[config.mk]
export PLATFORM = sky130hd
export DESIGN_NAME = otse_ram
export DESIGN_NICKNAME = d
export VERILOG_FILES = /design/src/otse_ram.sv
export SDC_FILE = /design/constraint.sdc
export NUM_CORES = 1
export LEC_CHECK = 0
export BUFFER_PORTS_ARGS = -buffer_cell sky130_fd_sc_hd__buf_2
export CORE_MARGIN = 2
export CORE_UTILIZATION = 35
export CTS_BUF_LIST = sky130_fd_sc_hd__clkbuf_8
export CTS_CLUSTER_SIZE = 28
export DETAILED_ROUTE_END_ITERATION = 16
export GPL_ROUTABILITY_DRIVEN = 0
export GPL_TIMING_DRIVEN = 0
export PLACE_DENSITY = 0.53
export RECOVER_POWER = 100
export SLEW_MARGIN = 10
export SYNTH_ARGS = -nofsm -noshare
export SYNTH_HDL_FRONTEND = slang
export SYNTH_SLANG_ARGS = --single-unit
export TNS_END_PERCENT = 5
[constraint.sdc]
create_clock -name i_clk -period 2.9 [get_ports i_clk]
set_input_delay 0.145 -clock i_clk [delete_from_list [all_inputs] [get_ports i_clk]]
set_output_delay 0.145 -clock i_clk [all_outputs]
set_load 0.05 [all_outputs]
[src/otse_ram.sv]
// Generic simple dual-port RAM with one write port and a registered read port.
module otse_ram #(
    parameter int WIDTH = 8,
    parameter int DEPTH = 16
) (
    input  logic                     i_clk,
    input  logic                     i_we,
    input  logic [$clog2(DEPTH)-1:0] i_waddr,
    input  logic [WIDTH-1:0]         i_wdata,
    input  logic [$clog2(DEPTH)-1:0] i_raddr,
    output logic [WIDTH-1:0]         o_rdata
);

    logic [WIDTH-1:0] r_mem [DEPTH];

    // Write and registered read.
    always_ff @(posedge i_clk) begin
        if (i_we) begin
            r_mem[i_waddr] <= i_wdata;
        end
        o_rdata <= r_mem[i_raddr];
    end

endmodule

# Word level (Yosys, flattened, before mapping)
# Memory sizes are Yosys's and may differ from the RTL's. A register that Yosys moved wholly into a read port is not among the register bits.
# Cells that the tools add are included.
[totals] register_bits=0 ramBits=128 inputBits=18 output_inout_bits=8 word_cells=3 n_memories=1
[memory_table] memory="r_mem" words=16 width=8 read_ports=1 rd_clocked_by_memory_dff=1 wr=1 line_no="14" source="logic [WIDTH-1:0] r_mem [DEPTH];"
[op_classes] n_mux=2
[op_table] cell="2-to-1 mux 1 bit" count=2

# Depth between registers and ports, before layout
# Gate-level depths: netlist of the first run.
[logic_depth] depth_word=2 depth_mapped=5 depth_no_buf=3

# Worst setup path after synthesis of the first run
# No wires, ideal clock.
[synth_path] path_type="in2reg" start="in i_waddr[2]" end="mem r_mem[0][0] (enable)" setup_ns=0.383 arrival_ns=1.255 required_ns=2.517 path_slack_ns=1.262 cell_stages=2 n_path_buf=0 path_cell_list="or3b_2 nor3_1"
[synth_rtl] item="start: declaration" line_no="8" source="input logic [$clog2(DEPTH)-1:0] i_waddr,"
[synth_rtl] item="end: declaration" line_no="14"
# No word-level cell before the write port.

# Final worst setup path of the first run
[layout_path] start="in i_we" end="mem r_mem[0][0] (enable)"
[layout_between] elab_chain_len=2
[layout_rtl] item="start: declaration" line_no="7" source="input logic i_we,"
[layout_rtl] item="2-to-1 mux 1 bit" line_no="18" source="if (i_we) begin"
[layout_rtl] item="2-to-1 mux 1 bit (implied by the code)" line_no="19" source="r_mem[i_waddr] <= i_wdata;"
# Every way passes these cells.

==> results of run 1 <==
[worst max-delay path: stages]
cell and delay [ns]:
clkbuf_1 0.19, or3b_2 0.52, nor3_1 1.02
[metrics by stage]
stage               instances  power (mW)    util  worst slack, ns  instance area (µm²)
CTS                       469       4.308  0.4148            1.370                 5983
detailed placement        437       2.514  0.3825           0.9966                 5518
floorplan                 229       2.405       -            1.262                 5147
finish                    469       4.268  0.4120            1.076                 5942
global placement          437       2.509  0.3812           0.6466                 5498
global route              469       4.403  0.4120           0.9712                 5942
[placed cells by master, fill, tap and decap left out, drive strengths merged]
master and count:
a22oi 16, and2 1, and2b 1, buf 14
bufinv 6, clkbuf 34, clkdlybuf4s25 3, clkinv 5
clkinvlp 4, dfxtp 8, edfxtp 128, mux4 32
nand2 9, nand2b 2, nand3 1, nand3b 2
nor2 13, nor2b 1, nor3 4, or3b 1
[kinds of logic (layout without fill, tap and decap cells)]
group | Yosys count | count (layout) | share of synthesized area
AOI/OAI and AO/OA | 16 | 16 | 0.02334
buffers and inverters | 10 | 66 | 0.01677
DFF | 136 | 136 | 0.7778
muxes | 32 | 32 | 0.1502
and+or+nand+nor | 35 | 35 | 0.03184
[path summary, 6_finish.rpt]
path,cells after the start,to,slack (ns)
max,3,r_mem[0][0]$_DFFE_PP_,1.08
min reg2reg,3,o_rdata[2]$_DFF_P_,0.68
min,1,r_mem[7][5]$_DFFE_PP_,0.27
max reg2reg,3,o_rdata[0]$_DFF_P_,1.35
[routing by layer]
metal  up-vias  track usage  part of all wire
met2        63       0.2244              0.49
met5         -            0                 0
met3        12      0.04579             0.050
li1       1058            -                 -
met4         0      0.05294             0.016
met1      1221       0.1935              0.45
[power breakdown]
| part | total [mW] | internal [mW] | switching [mW] |
|---|---|---|---|
| logic | 0.253 | 0.0816 | 0.171 |
| registers | 2.21 | 2.20 | 0.00985 |
| clock network | 1.81 | 1.10 | 0.713 |
| total | 4.27 | 3.37 | 0.894 |
[registers in the layout, summed over array words and instances, names as in the netlist]
signal / flops
r_mem: 128
o_rdata: 8
[final cells by class]
cell class,instances,area (µm²)
buffer,10,86.33
timing repair buffer,24,98.84
multi-input combinational,83,1057
clock inverter,15,231.5
tap,184,230.2
clock buffer,17,234.0
sequential,136,4004
fill,1317,8482
==> impl_metrics.csv, run 1 <==
group,metric,value,unit
run_status,status,"completed",
grt,grt_pass1_wl,15860,µm
clocking,cts_buffers,17,
setup_path,endpoint_kind,"register",
placed_design,place_hpwl,6743,µm
clocking,clk_latency,0.45,ns
die,rows,44,
die,start_util,0.3569,
layout,syn_to_final_growth,15.44,%
route,drt-pass1-iter-count,5,
timing,rsz0062_at_grt,"false",
synth,yosys-top-cells-area,"edfxtp_1 75%, mux4_2 7.9%, mux4_1 7.1%",
setup_path,critPathArrivalTime,1.88,ns
die,die_y,125.3,µm
clocking,cts-resized-gates,0,
route,viasPerCell,5.019,
clocking,clk_pin_slew_worst_paths,0.08,ns
min_path,hold_path_class,"in2reg",
setup_path,crit_type,"in2reg",
clocking,ctsHoldBuffers,0,
min_path,min_from,"i_wdata[5]",
grt,antenna_found_initial,0,
layout,nNetsFinal,290,
clocking,cts_tree,"yes",
layout,drive_gt1_frac,0.2281,
route,via_count,2354,
synth,ys_types,19,
synth,synthCells,229,
timing,drv_slew,0,
synth,syn_nets,247,
clocking,numClockSinks,136,
timing,finClkSkew,0.009310,ns
synth,yosysTopAreaCell,"edfxtp_1",
placed_design,io_buffers,24,
power_and_ir_drop,irDropWorstVdd,581.1,µV
synth,ys_ff_latch,136,
job,cap_violations,0,
route,routed_wl,10520,µm
synth,syn_area,5147,µm²
timing,fin_setup_tns,0,ns
timing,finalHoldViolCount,0,
clocking,clockRootBuffer,"clkbuf_8",
setup_path,cp-start-kind,"primary input",
timing,worstMarginPinSlew,1.362,ns
synth,syn_area_per_cell,22.48,µm²
power_and_ir_drop,p_leak,1.910,nW
synth,ys.flop_type,"edfxtp_1",
die,io_pins,26,
synth,ys_async_sr_fraction,0,
setup_path,cp_max_fo,8,
die,dieArea,15690,µm²
route,wire_per_inst,22.43,µm
timing,fmax,0.5482,GHz
grt,grt_pass1_vias,2534,
layout,diodes,0,
synth,synth_commonest_cells,"128 x edfxtp_1, 18 x mux4_2, 16 x a22oi_1",
timing,whs,0.2715,ns
synth,synth_edf_count,128,
synth,yosysWarnings,0,
route,drc,0,
die,coreArea,14420,µm²
clocking,htreeDepth,4,
setup_path,r2r-start,"r_mem[1][0]$_DFFE_PP_",
timing,setup_viol,0,
timing,finalCritPeriodShare,0.6290,
timing,timing.final.crit_period,1.824,ns
grt,grt_max_degree,17,
synth,yosys.area.top_type_share,0.7467,
clocking,postCtsSetupBuffers,0,
route,drt_iter0_drc,219,
timing,slew_headroom,0.08529,
setup_path,cp.required,2.95,ns
clocking,cts_buffer_depth,2,
grt,grt_use_total,0.1448,
grt,grt-ovfl-total,0,
synth,ys_seq_area_frac,0.7778,
power_and_ir_drop,power_density,718.2,nW/µm²
setup_path,crit_start,"i_we",
die,fp.dieW,125.3,µm
route,drtAntennaViolNets,0,
synth,yosysMostFrequentCell,"edfxtp_1",
No activity file was read; power rests on OpenSTA's default activity.
==> run 2, diff against run 1 <==
--- a/config.mk
+++ b/config.mk
@@ -13,7 +13,7 @@
 export DETAILED_ROUTE_END_ITERATION = 16
 export GPL_ROUTABILITY_DRIVEN = 0
 export GPL_TIMING_DRIVEN = 0
-export PLACE_DENSITY = 0.53
+export PLACE_DENSITY = 0.55
 export RECOVER_POWER = 100
 export SLEW_MARGIN = 10
 export SYNTH_ARGS = -nofsm -noshare
==> constraint.sdc (replaced) <==
create_clock -name i_clk -period 1.6 [get_ports i_clk]
set_input_delay 0.08 -clock i_clk [delete_from_list [all_inputs] [get_ports i_clk]]
set_output_delay 0.08 -clock i_clk [all_outputs]
set_load 0.05 [all_outputs]
==> run 2 against run 1 <==
Compared with the run above: clock power is 39% higher; sequential cell count stayed put; sequential power is 81% higher; die area stayed put; power is 64% higher; sequential share of layout area is 0.91 points higher; register-to-register slack worse by 1.3 ns; non-clock buffer count stayed put; global-route usage is 0.23 points lower; clock-buffer cell count is 7 higher; via count is 0.64% higher; worst setup slack worse by 0.98 ns; critical path type is now reg2reg; critical endpoint is now o_rdata[3]$_DFF_P_.
==> impl_metrics.csv, run 2 (synthesized netlist as in run 1, its figures left out) <==
group,metric,value,unit
run_status,status,"completed",
setup_path,cp.required,1.90,ns
grt,grt_max_degree,17,
layout,seq_area,4004,µm²
setup_path,endpoint_kind,"register",
route,viasPerCell,5.051,
layout,drive_gt1_frac,0.2316,
clocking,clk_latency,0.44,ns
route,drt-pass1-iter-count,4,
placed_design,io_buffers,24,
die,rows,44,
timing,rsz0062_at_grt,"false",
clocking,cts-resized-gates,0,
timing,slew_headroom,0.4365,
die,die_y,125.3,µm
clocking,cts_buffers,17,
die,fp.dieW,125.3,µm
placed_design,placed_area,5518,µm²
min_path,hold_path_class,"in2reg",
layout,fill_cells,1285,
grt,grt_use_total,0.1425,
clocking,cts_buffer_depth,2,
route,drc,0,
min_path,hold_depth,2,
layout,largest_reg_flops,128,
timing,timing.final.crit_period,1.508,ns
power_and_ir_drop,p_leak,1.904,nW
job,cap_violations,0,
clocking,htreeDepth,4,
grt,grt_pass1_vias,2478,
layout,most-common-layout-cells,"128 x edfxtp_1, 24 x clkbuf_8, 18 x mux4_2, 18 x clkbuf_1, 15 x a22oi_1",
layout,top_regs,"r_mem: 128 flops, o_rdata: 8 flops",
setup_path,cp-start-kind,"register",
clocking,clockRootBuffer,"clkbuf_8",
route,drtAntennaViolNets,0,
route,routed_wl,10200,µm
clocking,cts_tree,"yes",
timing,worstMarginPinSlew,0.8421,ns
setup_path,path_cells,"mux4_1 -> a22oi_1 -> nand2_1",
setup_path,crit_slowest_cell,"mux4_1",
route,wire_per_inst,21.74,µm
route,via_count,2369,
timing,fin_setup_tns,0,ns
clocking,numClockSinks,136,
layout,diodes,0,
timing,fmax,0.6632,GHz
timing,finalHoldViolCount,0,
route,drt_iter0_drc,216,
grt,antenna_found_initial,0,
setup_path,reg2reg_depth,3,
setup_path,critPathArrivalTime,1.80,ns
die,io_pins,26,
placed_design,place_hpwl,6543,µm
clocking,clk_pin_slew_worst_paths,0.07,ns
layout,syn_to_final_growth,13.90,%
layout,stdcell_area,5863,µm²
clocking,postCtsSetupBuffers,0,
layout,multi_input_area,1082,µm²
setup_path,cpPeakStageDelay,0.53,ns
die,start_util,0.3569,
grt,grt_pass1_wl,15660,µm
clocking,ctsHoldBuffers,0,
layout,largest-register,"r_mem",
power_and_ir_drop,irDropWorstVdd,650.5,µV
timing,finalCritPeriodShare,0.9425,
timing,drv_slew,0,
timing,finClkSkew,0.01073,ns
power_and_ir_drop,power_density,1190,nW/µm²
die,coreArea,14420,µm²
setup_path,crit_type,"reg2reg",
timing,setup_viol,0,
grt,grt-ovfl-total,0,
setup_path,cp_max_fo,1,
die,dieArea,15690,µm²
layout,layout_commonest_cell,"edfxtp_1",
layout,nNetsFinal,290,
[run 2: cell types whose count changed in the layout (fill, tap and decap cells not counted), moves of 3 or more]
cell        delta
clkinv_1       -3
inv_1          +6
clkinvlp_4     -4
bufinv_16      -6
nor3_2         +4
clkbuf_8       +7
nor3_1         -4
[run 2: worst paths after layout]
kind,from,end,slack [ns]
worst max-delay path,r_mem[0][3]$_DFFE_PP_,o_rdata[3]$_DFF_P_,0.09
worst min-delay path,i_waddr[1],r_mem[0][5]$_DFFE_PP_,0.19
worst max register to register,r_mem[0][3]$_DFFE_PP_,o_rdata[3]$_DFF_P_,0.09
worst min register to register,r_mem[15][0]$_DFFE_PP_,o_rdata[0]$_DFF_P_,0.69
[run 2: critical path: cells and delay by family, from the launching register on]
family	cells	cell delay (ns)
muxes	1	0.53
DFF	1	0.36
AOI/OAI and AO/OA	1	0.33
and+or+nand+nor	1	0.15
[run 2: metrics by stage]
step	setup slack [ns]	util	total power, mW	hold slack (ns)	std cells
2_1_floorplan	0.02713	-	4.360	0.1789	229
3_3_place_gp	-0.5457	0.3812	4.536	0.4883	437
3_5_place_dp	-0.1766	0.3825	4.552	0.5084	437
4_1_cts	0.1083	0.4077	7.054	0.01619	469
5_1_grt	0.07160	0.4065	7.234	0.1943	469
6_report	0.09205	0.4065	6.980	0.1851	469
[run 2: area by class of cell]
type | instances | share of cell area
multi-input cells | 83 | 0.1846
clock inverters | 8 | 0.005548
plain buffers | 10 | 0.01472
repair buffers | 24 | 0.01665
well taps | 184 | 0.03927
flip-flops and latches | 136 | 0.6829
clock buffers | 24 | 0.05634
[run 2: routing by layer]
metal,vias to the layer above,GRT usage,routed length (µm)
li1,1058,-,-
met1,1232,0.1910,4523
met2,74,0.2171,5025
met3,5,0.05006,592
met4,0,0.05098,57
met5,-,0,0
[run 2: report_power, final]
group | switching [mW] | total (mW) | internal, mW
clock | 1.19 | 2.52 | 1.33
sequential | 0.0190 | 4.00 | 3.98
combinational | 0.310 | 0.459 | 0.149
total | 1.52 | 6.98 | 5.46
